## src/adpcm_pkg.sv

```systemverilog
// Shared types, constants and the filter coefficient table of the ADPCM block decoder.
`default_nettype none
package adpcm_pkg;

	localparam int unsigned SAMPLE_W = 16;
	localparam int unsigned COEF_W   = 8;
	localparam int unsigned PROD_W   = SAMPLE_W + COEF_W;
	localparam int unsigned ACC_W    = 20;
	localparam int unsigned FILT_W   = 3;
	localparam int unsigned SHIFT_W  = 4;
	localparam int unsigned POS_W    = 4;

	localparam logic [FILT_W-1:0] FILT_MAX = 3'd4;
	localparam logic [POS_W-1:0]  POS_HEADER = 4'd0;
	localparam logic [POS_W-1:0]  POS_FLAGS  = 4'd1;
	localparam logic [POS_W-1:0]  POS_LAST   = 4'd15;

	localparam logic signed [ACC_W-1:0] SAT_MAX = 20'sd32767;
	localparam logic signed [ACC_W-1:0] SAT_MIN = -20'sd32768;

	// Control word for the shared multiply-accumulate unit.
	typedef struct packed {
		logic mul_en;    // register a new product
		logic load_acc;  // start the accumulator from the shifted nibble
		logic add_prod;  // fold the scaled product into the accumulator
	} mac_ctrl_t;

	// Weight of the newer history sample for each filter row.
	function automatic logic signed [COEF_W-1:0] coef_newer(input logic [FILT_W-1:0] row);
		logic signed [COEF_W-1:0] c;
		case (row)
			3'd0:    c = 8'sd0;
			3'd1:    c = 8'sd60;
			3'd2:    c = 8'sd115;
			3'd3:    c = 8'sd98;
			default: c = 8'sd122;
		endcase
		return c;
	endfunction

	// Weight of the older history sample for each filter row.
	function automatic logic signed [COEF_W-1:0] coef_older(input logic [FILT_W-1:0] row);
		logic signed [COEF_W-1:0] c;
		case (row)
			3'd0:    c = 8'sd0;
			3'd1:    c = 8'sd0;
			3'd2:    c = -8'sd52;
			3'd3:    c = -8'sd55;
			default: c = -8'sd60;
		endcase
		return c;
	endfunction

endpackage
`default_nettype wire

```

## src/adpcm_mac.sv

```systemverilog
// Shared multiply-accumulate unit with 16-bit saturation for the filter step.
`default_nettype none
module adpcm_mac (
	input  wire logic                                       clk,
	input  wire logic                                       arst_n,
	input  wire adpcm_pkg::mac_ctrl_t                       ctrl,
	input  wire logic signed [adpcm_pkg::SAMPLE_W-1:0]      mul_a,
	input  wire logic signed [adpcm_pkg::COEF_W-1:0]        mul_b,
	input  wire logic signed [adpcm_pkg::SAMPLE_W-1:0]      init_val,
	output logic signed [adpcm_pkg::SAMPLE_W-1:0]           sat_sum
);
	import adpcm_pkg::*;

	logic signed [PROD_W-1:0] prod_q;
	logic signed [PROD_W-1:0] prod_d;
	logic signed [ACC_W-1:0]  acc_q;
	logic signed [ACC_W-1:0]  scaled;
	logic signed [ACC_W-1:0]  sum;

	assign prod_d = PROD_W'(mul_a) * PROD_W'(mul_b);

	// Arithmetic shift right by six is a floor division by 64.
	assign scaled = ACC_W'($signed(prod_q[PROD_W-1:6]));
	assign sum    = acc_q + scaled;

	always_comb begin
		if (sum > SAT_MAX) begin
			sat_sum = SAT_MAX[SAMPLE_W-1:0];
		end else if (sum < SAT_MIN) begin
			sat_sum = SAT_MIN[SAMPLE_W-1:0];
		end else begin
			sat_sum = sum[SAMPLE_W-1:0];
		end
	end

	always_ff @(posedge clk or negedge arst_n) begin
		if (!arst_n) begin
			prod_q <= '0;
			acc_q  <= '0;
		end else begin
			if (ctrl.mul_en) begin
				prod_q <= prod_d;
			end
			if (ctrl.load_acc) begin
				acc_q <= ACC_W'(init_val);
			end else if (ctrl.add_prod) begin
				acc_q <= sum;
			end
		end
	end

endmodule
`default_nettype wire

```

## src/adpcm_block_decoder.sv

```systemverilog
// Top level of the ADPCM block decoder: byte sequencer, history and output register.
`default_nettype none
// The decoder takes one encoded byte per input word and turns 16-byte blocks
// into signed 16-bit samples. Byte 0 of a block is the header (shift in the
// low nibble, filter row in the high nibble, rows above four act as four),
// byte 1 is the flags byte, and bytes 2 to 15 each yield two samples, low
// nibble first. A word with key_on set (tuser) clears the two history
// samples and is taken as the header of a new block. The second sample of
// byte 15 carries tlast and the loop-start, loop-end and repeat flags in
// tuser; on every other sample those bits are zero. Header and flags bytes
// are absorbed on acceptance and give no output word. A sample byte is
// accepted and then takes each sample through the states MUL0, MUL1 and
// FIN, since both samples go through a single multiplier and accumulator
// (newer history times its weight, older history times its weight, then
// the final add with saturation). The second sample depends on the first
// through the history, so the two run back to back. A finished sample sits
// in an output register; the decoder accepts the next byte while that
// register waits, and only stalls when a new sample is ready before the
// previous one has been taken.
module adpcm_block_decoder (
	input  wire logic        clk,
	input  wire logic        arst_n,
	input  wire logic        s_axis_tvalid,
	output logic             s_axis_tready,
	input  wire logic [7:0]  s_axis_tdata,   // [7:0] data_byte
	input  wire logic        s_axis_tuser,   // [0] key_on
	output logic             m_axis_tvalid,
	input  wire logic        m_axis_tready,
	output logic [15:0]      m_axis_tdata,   // [15:0] sample
	output logic             m_axis_tlast,   // last_of_block
	output logic [2:0]       m_axis_tuser    // [0] loop_start, [1] loop_end, [2] repeat_res
);
	import adpcm_pkg::*;

	localparam logic [1:0] ST_IDLE = 2'd0;
	localparam logic [1:0] ST_MUL0 = 2'd1;
	localparam logic [1:0] ST_MUL1 = 2'd2;
	localparam logic [1:0] ST_FIN  = 2'd3;

	logic [1:0]                 state_q;
	logic [POS_W-1:0]           pos_q;
	logic [FILT_W-1:0]          filt_q;
	logic [SHIFT_W-1:0]         shift_q;
	logic [7:0]                 flags_q;
	logic signed [SAMPLE_W-1:0] hist_new_q;
	logic signed [SAMPLE_W-1:0] hist_old_q;
	logic [7:0]                 byte_q;
	logic                       last_q;
	logic                       nib_hi_q;

	logic                       in_fire;
	logic [POS_W-1:0]           pos_eff;
	logic [3:0]                 nib;
	logic signed [SAMPLE_W-1:0] nib_shifted;
	mac_ctrl_t                  mac_ctrl;
	logic signed [SAMPLE_W-1:0] mac_a;
	logic signed [COEF_W-1:0]   mac_b;
	logic signed [SAMPLE_W-1:0] sat_sum;
	logic                       out_load;
	logic                       emit_last;

	assign s_axis_tready = (state_q == ST_IDLE);
	assign in_fire       = s_axis_tvalid && s_axis_tready;

	// Key-on restarts the block at this byte.
	assign pos_eff = s_axis_tuser ? POS_HEADER : pos_q;

	// The nibble goes into the top four bits and is shifted down arithmetically.
	assign nib         = nib_hi_q ? byte_q[7:4] : byte_q[3:0];
	assign nib_shifted = $signed({nib, 12'h000}) >>> shift_q;

	always_comb begin
		mac_ctrl = '0;
		mac_a    = hist_new_q;
		mac_b    = coef_newer(filt_q);
		case (state_q)
			ST_MUL0: begin
				mac_ctrl.mul_en   = 1'b1;
				mac_ctrl.load_acc = 1'b1;
			end
			ST_MUL1: begin
				mac_ctrl.mul_en   = 1'b1;
				mac_ctrl.add_prod = 1'b1;
				mac_a             = hist_old_q;
				mac_b             = coef_older(filt_q);
			end
			default: begin
				mac_ctrl = '0;
			end
		endcase
	end

	adpcm_mac u_mac (
		.clk      (clk),
		.arst_n   (arst_n),
		.ctrl     (mac_ctrl),
		.mul_a    (mac_a),
		.mul_b    (mac_b),
		.init_val (nib_shifted),
		.sat_sum  (sat_sum)
	);

	// A sample leaves the final add only when the output register is free.
	assign out_load  = (state_q == ST_FIN) && (!m_axis_tvalid || m_axis_tready);
	assign emit_last = nib_hi_q && last_q;

	always_ff @(posedge clk or negedge arst_n) begin
		if (!arst_n) begin
			state_q    <= ST_IDLE;
			pos_q      <= '0;
			filt_q     <= '0;
			shift_q    <= '0;
			flags_q    <= '0;
			hist_new_q <= '0;
			hist_old_q <= '0;
			byte_q     <= '0;
			last_q     <= 1'b0;
			nib_hi_q   <= 1'b0;
		end else begin
			case (state_q)
				ST_IDLE: begin
					if (in_fire) begin
						if (s_axis_tuser) begin
							hist_new_q <= '0;
							hist_old_q <= '0;
						end
						pos_q <= pos_eff + POS_W'(1);
						if (pos_eff == POS_HEADER) begin
							shift_q <= s_axis_tdata[3:0];
							filt_q  <= (s_axis_tdata[7:4] > 4'(FILT_MAX)) ? FILT_MAX
							         : s_axis_tdata[6:4];
						end else if (pos_eff == POS_FLAGS) begin
							flags_q <= s_axis_tdata;
						end else begin
							byte_q   <= s_axis_tdata;
							last_q   <= (pos_eff == POS_LAST);
							nib_hi_q <= 1'b0;
							state_q  <= ST_MUL0;
						end
					end
				end
				ST_MUL0: begin
					state_q <= ST_MUL1;
				end
				ST_MUL1: begin
					state_q <= ST_FIN;
				end
				ST_FIN: begin
					if (out_load) begin
						hist_old_q <= hist_new_q;
						hist_new_q <= sat_sum;
						if (nib_hi_q) begin
							state_q <= ST_IDLE;
						end else begin
							nib_hi_q <= 1'b1;
							state_q  <= ST_MUL0;
						end
					end
				end
				default: begin
					state_q <= ST_IDLE;
				end
			endcase
		end
	end

	// Output register.
	always_ff @(posedge clk or negedge arst_n) begin
		if (!arst_n) begin
			m_axis_tvalid <= 1'b0;
		end else if (out_load) begin
			m_axis_tvalid <= 1'b1;
		end else if (m_axis_tready) begin
			m_axis_tvalid <= 1'b0;
		end
	end

	always_ff @(posedge clk) begin
		if (out_load) begin
			m_axis_tdata    <= sat_sum;
			m_axis_tlast    <= emit_last;
			m_axis_tuser[0] <= emit_last && flags_q[2];
			m_axis_tuser[1] <= emit_last && flags_q[0];
			m_axis_tuser[2] <= emit_last && (flags_q == 8'h03);
		end
	end

endmodule
`default_nettype wire

```

## config.mk

```make
export PLATFORM = sky130hd
export DESIGN_NAME = adpcm_block_decoder
export DESIGN_NICKNAME = d
export VERILOG_FILES = /design/src/adpcm_pkg.sv /design/src/adpcm_mac.sv /design/src/adpcm_block_decoder.sv
export SDC_FILE = /design/constraint.sdc
export NUM_CORES = 1
export LEC_CHECK = 0
export BUFFER_PORTS_ARGS = -buffer_cell sky130_fd_sc_hd__buf_2
export CORE_ASPECT_RATIO = 0.7
export CORE_MARGIN = 1
export CORE_UTILIZATION = 55
export DETAILED_ROUTE_END_ITERATION = 12
export PLACE_DENSITY = 0.72
export RECOVER_POWER = 50
export SLEW_MARGIN = 20
export SYNTH_ARGS = -nofsm -noshare
export SYNTH_HDL_FRONTEND = slang
export SYNTH_HIERARCHICAL = 1
export SYNTH_SLANG_ARGS = --single-unit
export TNS_END_PERCENT = 20
```

## constraint.sdc

```tcl
create_clock -name clk -period 7.74 [get_ports clk]
set_input_delay 0.774 -clock clk [delete_from_list [all_inputs] [get_ports clk]]
set_output_delay 0.774 -clock clk [all_outputs]
set_load 0.02 [all_outputs]
```

### After elaboration in Yosys (flattened, before gate mapping)

Index checks and enable logic that the tools add are counted.

| word-level totals | value |
|---|---|
| word-level logic and storage cells | 95 |
| input port bits | 13 |
| output and inout bits | 22 |
| flip-flop bits (word level) | 128 |

| cells by class | value |
|---|---|
| $add $sub $neg | 2 |
| reduce and logical (&&, ||, !) cells | 23 |
| multiply operators | 1 |
| bitwise gates (word level) | 2 |
| order comparisons | 3 |
| mux-type cells | 33 |
| shift operators | 1 |
| equal/unequal tests | 14 |

Operators with widths:

| operator | number |
|---|---|
| two-way mux 16 bit | 7 |
| one-hot mux 16 bit (2 select lines) | 2 |
| two-way mux 20 bit | 2 |
| one-hot mux 7 bit (4 select lines) | 1 |
| multiplier 16 x 8 -> 24 bit | 1 |
| one-hot mux 8 bit (3 select lines) | 1 |
| adder 20 x 18 -> 20 bit | 1 |
| greater-than comparator 20 x 16 -> 1 bit, second input constant | 1 |
| less-than comparator 20 x 16 -> 1 bit, second input constant | 1 |
| AND reduction 4 bit | 4 |
| >>> shifter 16 x 4 -> 16 bit | 1 |
| two-way mux 1 bit | 10 |
| == test 8 x 2 -> 1 bit, second input constant | 1 |
| two-way mux 2 bit | 4 |
| two-way mux 4 bit | 2 |
| two-way mux 8 bit | 1 |
| one-hot mux 2 bit (4 select lines) | 1 |
| == test 3 x 2 -> 1 bit, second input constant | 2 |
| logical AND 1 bit | 6 |
| inequality test 2 bit, second input constant | 3 |
| nonzero test 2 bit | 3 |
| AND reduction 5 bit | 1 |
| adder 4 x 1 -> 4 bit, second input constant | 1 |
| == test 2 bit, second input constant | 2 |
| other kinds (17) | 20 |

### Longest topological paths before layout

Gate-level depths: netlist of run 1.

| logic depth | value |
|---|---|
| depth in word-level cells | 6 |
| gate-level depth with buffers | 25 |
| gate-level depth less buffers | 22 |

### Hierarchy

Netlist of run 1, hierarchy kept.

Modules (own cells, without submodules):

| module | cells each | seq. area each (sq um) | times used | area each (sq um) |
|---|---|---|---|---|
| adpcm_mac | 785 | 950.9 | 1 | 7095.6 |
| adpcm_block_decoder | 318 | 2202.1 | 1 | 3981.3 |

### Worst setup path after synthesis of run 1

Ideal clock, no wire load.

| timing path | value |
|---|---|
| kind | register to register |
| start point | register state_q[0] |
| end point | register u_mac.prod_q[23] |
| setup slack | 1598 ps |
| required time | 7615 ps |
| arrival time | 6018 ps |
| path buffers | 3 |
| period minus slack after synthesis | 6142 ps |
| setup time | 125 ps |
| cell stages (with the launch flop) | 24 |
| cell sequence | dfrtp_1 > inv_1 > ha_1 > clkbuf_1 > buf_1 > nor3_1 > a21oi_1 > clkbuf_1 > and2_1 > fa_1 > fa_1 > fa_1 > inv_1 > fa_1 > inv_1 > ha_1 > a21oi_1 > nor2b_1 > or4b_2 > o21ai_0 > a31o_2 > o21ai_0 > xnor2_1 > mux2_2 |

| on the way | value |
|---|---|
| word-level cells in the longest chain between the ends | 3 |
| elaborated cells on any way between the ends | 7 |
| classes of those cells | 1 x mul; 2 x eq/ne; 3 x mux; 1 x reduce/logical |

Ends and longest elaborated chain:

| what | RTL line | RTL |
|---|---|---|
| start, declared | adpcm_block_decoder.sv:40 | `logic [1:0] state_q;` |
| start signal, assigned | adpcm_block_decoder.sv:109 | `state_q <= ST_IDLE;` |
| start signal, assigned | adpcm_block_decoder.sv:138 | `state_q <= ST_MUL0;` |
| start signal, assigned | adpcm_block_decoder.sv:143 | `state_q <= ST_MUL1;` |
| == test 2 bit | adpcm_block_decoder.sv:76 | `case (state_q)` |
| two-way mux 8 bit | adpcm_block_decoder.sv:76 |  |
| named net mac_b[3] | adpcm_block_decoder.sv:57 | `logic signed [COEF_W-1:0] mac_b;` |
| multiplier 16 x 8 -> 24 bit | adpcm_mac.sv:20 | `assign prod_d = PROD_W'(mul_a) * PROD_W'(mul_b);` |
| end signal, assigned | adpcm_mac.sv:42 | `prod_q <= prod_d;` |
| end, declared | adpcm_mac.sv:14 | `logic signed [PROD_W-1:0] prod_q;` |

The timed path passes the listed nets, and every way through them passes these cells.
A chain may end at the register's enable or synchronous reset.

### Final worst setup path of run 1

| timing path | value |
|---|---|
| start point | register state_q[0] |
| end point | register u_mac.prod_q[22] |

The elaborated chain is that of the path after synthesis.

==> flow_metrics.py, run 1 <==
metrics = {
    "synthesis": {
        "yosys_most_used_dff": "dfrtp_1",
        "yosysMostFrequentCell": "inv_1",
        "synth_common_cells": "inv_1, dfrtp_1, fa_1, nand2_1, and2_1",
        "ys_types": 78,
        "yosys.area.top_type": "dfrtp_1",
        "yosysSeqAreaShare": 0.285,
        "synth_area_per_cell_um2": 10.0,
        "synth_edf_count": 20,
        "syn-cell-area_um2": 11100,
        "synthArstFlopShare": 0.836,
        "ys_ff_latch": 122,
        "synth.top_cells.by_area": "dfrtp_1, fa_1, ha_1, edfxtp_1, and2_1",
        "yosysWarnings": 6,
        "synth_cells": 1103,
        "synth_fp_nets": 1285,
        "synthDominantCellAreaShare": 0.230,
    },
    "floorplanning": {
        "design.core.area_um2": 19700,
        "start_util": 0.561,
        "num_rows": 43,
        "fp.dieW_um": 172,
        "die_h_um": 121,
        "die_area_um2": 20700,
        "pin_count": 35,
    },
    "clock_network": {
        "clk_latency_ns": 0.42,
        "cts.sinks": 122,
        "cts_setup_buffers": 0,
        "ctsResizeCount": 0,
        "cts_root_buf": "clkbuf_16",
        "cts_buffers": 17,
        "clk_pin_slew_ns": 0.06,
        "clk_path_buf_depth": 2,
        "cts_tree": "built",
        "htree_num_levels": 4,
        "holdBufCountCts": 0,
    },
    "final_layout": {
        "drive_above_1_share": 0.130,
        "area_growth_pct": 9.04,
        "nets": 1311,
        "final_util": 0.612,
        "final_cells": 1412,
        "fin_area_um2": 12100,
        "diodes": 0,
    },
    "timing": {
        "rsz0062_at_grt": "false",
        "fin_crit_sh": 0.867,
        "max_slew.worst_pin.slew_ns": 2.82,
        "fin_crit_ns": 6.71,
        "final_max_slew_viol_count": 105,
        "setup_tns_ns": 0,
        "fin_skew_ns": 0.00697,
        "slew_headroom": -0.881,
        "setup_viol_count_final": 0,
        "hold_violations": 0,
        "max_freq_mhz": 149,
    },
    "worst_setup_path": {
        "path_max_fanout": 21,
        "worst_setup_path_end_kind": "flop",
        "crit_path_start_kind": "flop",
        "arrival_ns": 7.01,
        "critPathRequiredTime_ns": 8.04,
        "critical_path.cell_chain": "inv_1, ha_2, nor2b_1, inv_1, nor2_1, fa_1, fa_1, fa_1, inv_1, fa_1, inv_1, ha_1, a21oi_1, nor2b_1, or4b_2, o211a_1, o21a_1, o21ai_0, nand4b_1, o311ai_0",
        "critPathSlowestCell": "or4b_2",
        "crit_path_max_incr_delay_ns": 0.65,
        "worstSetupPathType": "flop to flop",
    },
    "place": {
        "dpl-instance-area_um2": 11500,
        "placed_cells": 1379,
        "gp_congestion": 0.935,
        "post-dp-hpwl_um": 19200,
        "place.port_buffers": 34,
    },
    "outcome": {
        "violations": "capacitance limit, slew limit",
        "outcome": "complete, but fails checks",
    },
    "global_routing": {
        "antenna_found_initial": 0,
        "grt_pass1_vias": 7968,
        "grt_pass1_wl_um": 41600,
        "overflow": 0,
        "track_usage": 0.263,
        "grt_max_degree": 54,
    },
    "route": {
        "wl_per_cell_um": 17.7,
        "vias_per_cell": 5.64,
        "ant_nets": 0,
        "route.vias.total": 7964,
        "drtIter0Drc": 664,
        "route.detailed.drc": 0,
        "drt_pass1_iterations": 6,
        "finalWirelength_um": 25100,
    },
    "job": {
        "cap_violations": 2,
    },
    "worst_hold_path": {
        "min_path_type": "flop to flop",
    },
}
==> stage by stage <==
step / setup WS (ns) / hold WS (ns)
after floorplan: 1.60 / 0.462
after global placement: 1.19 / 0.482
after detailed placement: 1.07 / 0.485
after CTS: 1.06 / 0.399
after global routing: 0.594 / 0.511
final: 1.03 / 0.500
==> final cells by class <==
class | count | area [µm²]
fill | 1678 | 7670
multi-input combinational | 793 | 7150
sequential | 122 | 3150
inverter | 147 | 552
clock buffer | 20 | 467
tap | 270 | 338
timing repair buffer | 48 | 244
clock inverter | 12 | 170
==> cells by family after synthesis <==
family,after synthesis,share of synthesized area
xor gates and xnor gates,40,0.0316
muxes,75,0.0803
DFF,122,0.285
buffers and inverters,188,0.0697
and+or+nand+nor,301,0.140
adders and majority gates,169,0.260
AOI/OAI and AO/OA,208,0.134
==> placed cells by master (no fill, tap or decap), types with 10 or more instances in the layout <==
cell type / count
mux2i_1: 15
o21ai_0: 44
a21oi_1: 42
ha_1: 66
clkbuf_1: 24
nand2_1: 93
buf_2: 12
inv_1: 147
dfrtp_1: 102
a21o_1: 10
a22o_1: 34
mux2_2: 49
buf_4: 11
nor2b_1: 12
o21ai_2: 12
xor2_1: 18
and2_1: 88
clkbuf_16: 17
fa_1: 102
nor2_1: 48
xnor2_1: 22
edfxtp_1: 20
==> worst paths after layout <==
| kind | cells after the start | start | slack [ns] | end |
|---|---|---|---|---|
| max | 20 | state_q[0] | 1.03 | u_mac/prod_q[22] |
| min | 1 | flags_q[0] | 0.50 | flags_q[0] |
| max reg2reg | 20 | state_q[0] | 1.03 | u_mac/prod_q[22] |
| min reg2reg | 1 | flags_q[0] | 0.50 | flags_q[0] |
| max in group asynchronous | 2 | arst_n | 2.76 | shift_q[3] |
| min in group asynchronous | 1 | arst_n | 1.26 | hist_new_q[0] |
==> worst max-delay path, delay by kind of cell, from the launching register on <==
| kind | cells | cell delay [ns] |
|---|---|---|
| compound gates | 5 | 1.04 |
| fa+ha+maj | 6 | 2.92 |
| buf+inv | 4 | 0.64 |
| flops | 1 | 0.39 |
| simple gates | 5 | 1.57 |
==> flip-flops by register name, summed over array words and instances (netlist names) <==
register       flops
u_mac/acc_q       20
u_mac/prod_q      18
hist_new_q        16
hist_old_q        16
m_axis_tdata      16
byte_q             8
flags_q            8
pos_q              4
shift_q            4
filt_q             3
m_axis_tuser       3
state_q            2
last_q             1
m_axis_tlast       1
m_axis_tvalid      1
nib_hi_q           1
==> per-layer routing <==
metal  global-route usage  share of wire
met1                0.384           0.49
met3               0.0566          0.060
met4               0.0592         0.0097
met5                    0              0
met2                0.398           0.44
Power of run 1 is not shown: default switching activity piles up to over one toggle a cycle in this logic, so the estimate is an artifact.
==> inputs of run 2 (changes only) <==
--- a/config.mk
+++ b/config.mk
@@ -10,7 +10,8 @@
 export CORE_MARGIN = 1
 export CORE_UTILIZATION = 55
 export DETAILED_ROUTE_END_ITERATION = 12
-export PLACE_DENSITY = 0.72
+export HOLD_SLACK_MARGIN = 0.15
+export PLACE_DENSITY = 0.69
 export RECOVER_POWER = 50
 export SLEW_MARGIN = 20
 export SYNTH_ARGS = -nofsm -noshare
==> flow_metrics.py, run 2 (same netlist as run 1, synthesis figures left out) <==
metrics = {
    "outcome": {
        "outcome": "complete, but fails checks",
        "violations": "capacitance limit, slew limit",
    },
    "route": {
        "drt_pass1_iterations": 7,
        "drtIter0Drc": 573,
        "wl_per_cell_um": 18.2,
        "finalWirelength_um": 25700,
        "vias_per_cell": 5.69,
        "route.detailed.drc": 0,
        "ant_nets": 0,
        "route.vias.total": 8025,
    },
    "worst_setup_path": {
        "r2r_setup_slack_ns": 1.19,
        "worst_setup_path_end_kind": "flop",
        "crit_path_start_kind": "flop",
        "arrival_ns": 6.87,
        "path_max_fanout": 22,
        "worstSetupPathType": "flop to flop",
        "critPathRequiredTime_ns": 8.06,
    },
    "floorplanning": {
        "design.core.area_um2": 19700,
        "die_h_um": 121,
        "num_rows": 43,
        "start_util": 0.561,
        "fp.dieW_um": 172,
        "die_area_um2": 20700,
        "pin_count": 35,
    },
    "global_routing": {
        "overflow": 0,
        "track_usage": 0.269,
        "antenna_found_initial": 0,
        "grt_max_degree": 78,
        "grt_pass1_wl_um": 42000,
        "grt_pass1_vias": 7762,
    },
    "clock_network": {
        "clk_pin_slew_ns": 0.07,
        "cts_tree": "built",
        "holdBufCountCts": 0,
        "cts_setup_buffers": 0,
        "cts_buffers": 17,
        "clk_path_buf_depth": 2,
        "cts.sinks": 122,
        "cts_root_buf": "clkbuf_16",
        "htree_num_levels": 4,
        "clk_latency_ns": 0.43,
        "ctsResizeCount": 0,
    },
    "final_layout": {
        "layout_common_cells": "inv_1, dfrtp_1, fa_1",
        "largest-register": "u_mac/acc_q",
        "largest_reg_flops": 20,
        "diodes": 0,
        "reg_top3": "u_mac/acc_q (20), u_mac/prod_q (18)",
        "nets": 1310,
        "final_common_cell": "inv_1",
        "fin_area_um2": 12100,
        "drive_above_1_share": 0.139,
        "area_growth_pct": 8.89,
    },
    "timing": {
        "fin_skew_ns": 0.0110,
        "final_max_slew_viol_count": 80,
        "setup_viol_count_final": 0,
        "slew_headroom": -0.609,
        "hold_ws_ns": 0.498,
        "fin_crit_ns": 6.55,
        "hold_violations": 0,
        "rsz0062_at_grt": "false",
        "setup_tns_ns": 0,
        "fin_crit_sh": 0.846,
        "max_slew.worst_pin.slew_ns": 2.41,
        "max_freq_mhz": 153,
    },
    "place": {
        "gp_congestion": 0.945,
        "post-dp-hpwl_um": 19900,
        "place.port_buffers": 34,
        "dpl-instance-area_um2": 11500,
    },
    "job": {
        "cap_violations": 2,
    },
    "worst_hold_path": {
        "min_path_type": "flop to flop",
    },
}
-- run 2: cell types whose count changed in the layout (fill, tap and decap cells not counted), moves of 3 or more --
cell,delta
clkinv_2,-4
clkbuf_1,-10
clkinv_4,+3
buf_2,+11
clkbuf_8,-3
inv_6,+3
-- run 2: worst max-delay path, cell delays in order, from the launching register on --
cell      delay, ns
dfrtp_1        0.40
inv_1          0.15
ha_2           0.61
buf_4          0.40
mux2_2         0.44
and2_1         0.16
ha_1           0.27
inv_1          0.06
fa_1           0.51
inv_1          0.05
fa_1           0.48
fa_1           0.50
ha_1           0.37
a21o_1         0.22
a21oi_1        0.13
or4b_2         0.64
o211a_1        0.24
o21a_1         0.22
o21ai_0        0.29
nand4b_1       0.14
o311ai_0       0.14
-- run 2: cell type report --
| type | count | area, µm² |
|---|---|---|
| fillers | 1655 | 7680 |
| multi-input cells | 793 | 7160 |
| flip-flops and latches | 122 | 3150 |
| inverters | 147 | 552 |
| clock buffers | 17 | 425 |
| well taps | 270 | 338 |
| repair buffers | 47 | 243 |
| clock inverters | 15 | 190 |
-- run 2: path summary, 6_finish.rpt --
check,from,endpoint,cells past startpoint
max,state_q[0],u_mac/prod_q[22],20
min,hist_old_q[15],hist_old_q[15],1
max reg2reg,state_q[0],u_mac/prod_q[22],20
min reg2reg,hist_old_q[15],hist_old_q[15],1
max in group asynchronous,arst_n,flags_q[7],3
min in group asynchronous,arst_n,hist_old_q[0],1
-- run 2: layer usage --
| metal | up-vias | global-route usage | share of wire |
|---|---|---|---|
| li1 | 3748 | - | - |
| met3 | 23 | 0.0517 | 0.065 |
| met2 | 261 | 0.379 | 0.42 |
| met1 | 3993 | 0.422 | 0.51 |
| met5 | - | 0 | 0 |
| met4 | 0 | 0.0603 | 0.012 |
-- run 2: through the flow --
step | instances | worst slack [ns] | util
final | 1411 | 1.19 | 0.611
after CTS | 1410 | 1.18 | 0.612
after detailed placement | 1378 | 1.24 | 0.581
after global placement | 1378 | 1.43 | 0.581
after floorplan | 1103 | 1.60 | -
after global routing | 1411 | 0.829 | 0.611
Power of run 2 is left out for the same reason.
==> inputs of run 3 (changes only) <==
--- a/config.mk
+++ b/config.mk
@@ -11,7 +11,7 @@
 export CORE_UTILIZATION = 55
 export DETAILED_ROUTE_END_ITERATION = 12
 export HOLD_SLACK_MARGIN = 0.15
-export PLACE_DENSITY = 0.69
+export PLACE_DENSITY = 0.72
 export RECOVER_POWER = 50
 export SLEW_MARGIN = 20
 export SYNTH_ARGS = -nofsm -noshare
==> constraint.sdc (replaced) <==
create_clock -name clk -period 5.57 [get_ports clk]
set_input_delay 0.557 -clock clk [delete_from_list [all_inputs] [get_ports clk]]
set_output_delay 0.557 -clock clk [all_outputs]
set_load 0.02 [all_outputs]
==> flow_metrics.py, run 3 (same netlist as run 1, synthesis figures left out) <==
metrics = {
    "final_layout": {
        "largest-register": "u_mac/acc_q",
        "drive_above_1_share": 0.222,
        "diodes": 0,
        "area_growth_pct": 15.7,
        "final_cells": 1463,
        "nets": 1362,
        "layout_common_cells": "inv_1, dfrtp_1, fa_1",
        "reg_top3": "u_mac/acc_q (20), u_mac/prod_q (18)",
        "final_common_cell": "inv_1",
        "largest_reg_flops": 20,
    },
    "timing": {
        "hold_violations": 0,
        "fin_crit_ns": 5.49,
        "slew_headroom": -1.00,
        "fin_crit_sh": 0.986,
        "setup_viol_count_final": 0,
        "setup_tns_ns": 0,
        "final_max_slew_viol_count": 54,
        "fin_ws_ns": 0.0757,
        "max_freq_mhz": 182,
        "fin_skew_ns": 0.00981,
        "max_slew.worst_pin.slew_ns": 3.00,
        "rsz0062_at_grt": "true",
    },
    "route": {
        "vias_per_cell": 5.70,
        "wl_per_cell_um": 18.5,
        "route.detailed.drc": 0,
        "finalWirelength_um": 27000,
        "route.vias.total": 8342,
        "drtIter0Drc": 663,
        "wl_met1_um": 13200,
        "wl_met2_um": 12200,
        "met3_length_um": 1470,
        "drt_pass1_iterations": 6,
        "top_layer_used": "met4",
        "ant_nets": 0,
    },
    "clock_network": {
        "cts_root_buf": "clkbuf_16",
        "htree_num_levels": 4,
        "clk_latency_ns": 0.42,
        "clk_path_buf_depth": 2,
        "cts.sinks": 122,
        "holdBufCountCts": 0,
        "cts_tree": "built",
        "clk_pin_slew_ns": 0.06,
        "cts_buffers": 17,
    },
    "place": {
        "placed_cells": 1415,
        "gp_congestion": 0.879,
        "post-place-ws_ns": -0.174,
        "place.port_buffers": 34,
        "post-dp-hpwl_um": 19800,
    },
    "worst_setup_path": {
        "critPathRequiredTime_ns": 5.87,
        "arrival_ns": 5.80,
        "reg2reg_depth": 23,
        "crit_path_max_incr_delay_ns": 0.54,
        "path_max_fanout": 7,
        "worst_setup_path_end_kind": "flop",
        "worstSetupPathType": "flop to flop",
        "crit_path_start_kind": "flop",
        "worstReg2RegEnd": "u_mac/prod_q[14]",
        "critical_path.cell_chain": "inv_2, ha_4, buf_6, mux2_4, buf_4, buf_4, nand2_2, fa_2, inv_2, fa_1, inv_1, fa_1, fa_1, inv_2, ha_4, a21oi_4, nor2b_4, o31a_1, or3_4, a21o_1, a31oi_2, xnor2_1, mux2_4",
        "critPathSlowestCell": "fa_1",
        "r2r_setup_slack_ns": 0.08,
        "r2r_start": "state_q[0]",
    },
    "global_routing": {
        "track_usage": 0.272,
        "grt_pass1_vias": 8148,
        "grt_pass1_wl_um": 43000,
        "grt_max_degree": 54,
        "antenna_found_initial": 0,
        "overflow": 0,
    },
    "outcome": {
        "outcome": "complete, but fails checks",
        "violations": "capacitance limit, slew limit",
    },
    "floorplanning": {
        "fp.dieW_um": 172,
        "design.core.area_um2": 19700,
        "die_h_um": 121,
        "num_rows": 43,
        "die_area_um2": 20700,
        "start_util": 0.561,
        "pin_count": 35,
    },
    "worst_hold_path": {
        "min_path_type": "input port to flop",
        "min_from": "s_axis_tdata[5]",
        "holdPathEnd": "byte_q[5]",
        "hold_path_depth": 2,
    },
    "job": {
        "cap_violations": 1,
    },
}
## run 3: cell count changes in the layout (fill, tap and decap cells not counted), moves of 7 or more
cell	before	now
ha_4	0	7
buf_2	23	12
mux2_4	8	19
and2_4	1	12
and2_1	89	78
inv_2	0	8
a21oi_1	42	35
buf_4	10	54
inv_1	147	138
clkbuf_1	14	22
ha_1	66	58
mux2_2	49	38
## run 3: worst max-delay path by stage
stage               startpoint                to  slack [ns]  depth (start not counted)
floorplan           state_q[0]  u_mac/prod_q[14]       -0.04                         21
global placement    state_q[0]  u_mac/prod_q[23]       -0.06                         20
detailed placement  state_q[0]  u_mac/prod_q[20]       -0.17                         20
CTS                 state_q[0]  u_mac/prod_q[20]        0.01                         20
global route        state_q[0]  u_mac/prod_q[14]       -0.08                         23
finish              state_q[0]  u_mac/prod_q[14]        0.08                         23
## run 3: final cells by class
cell class | count | area [µm²]
clock buffer | 18 | 439
timing repair buffer | 99 | 719
multi-input combinational | 793 | 7490
fill | 1601 | 6930
tap | 270 | 338
sequential | 122 | 3160
inverter | 147 | 554
clock inverter | 14 | 124
## run 3: routing by layer
metal / up-vias / global-route usage
li1: 3863 / -
met1: 4238 / 0.428
met2: 218 / 0.394
met3: 23 / 0.0445
met4: 0 / 0.0497
met5: - / 0
## run 3: critical path: cells and delay by family, from the launching register on
family | cells | cell delay (ns)
simple gates | 3 | 0.53
flops | 1 | 0.39
fa+ha+maj | 6 | 2.16
mux | 2 | 0.60
buf+inv | 7 | 0.66
xor+xnor | 1 | 0.09
compound gates | 4 | 0.94
## run 3: timing repair
item / in CTS / in global routing
endpoints found under the hold margin: 0 / 0
pin swaps: 1 / 52
gates cloned: 0 / 2
setup buffers: 0 / 13
endpoints found under the setup margin: 9 / 10
resized for setup: 5 / 73
## run 3: through the flow
step	hold slack (ns)	instance area (µm²)	util
after floorplan	0.261	11200	-
after global placement	0.482	11900	0.600
after detailed placement	0.486	11900	0.600
after CTS	0.202	12400	0.630
after global routing	0.399	12800	0.649
final	0.402	12800	0.649
Power of run 3 is left out for the same reason.
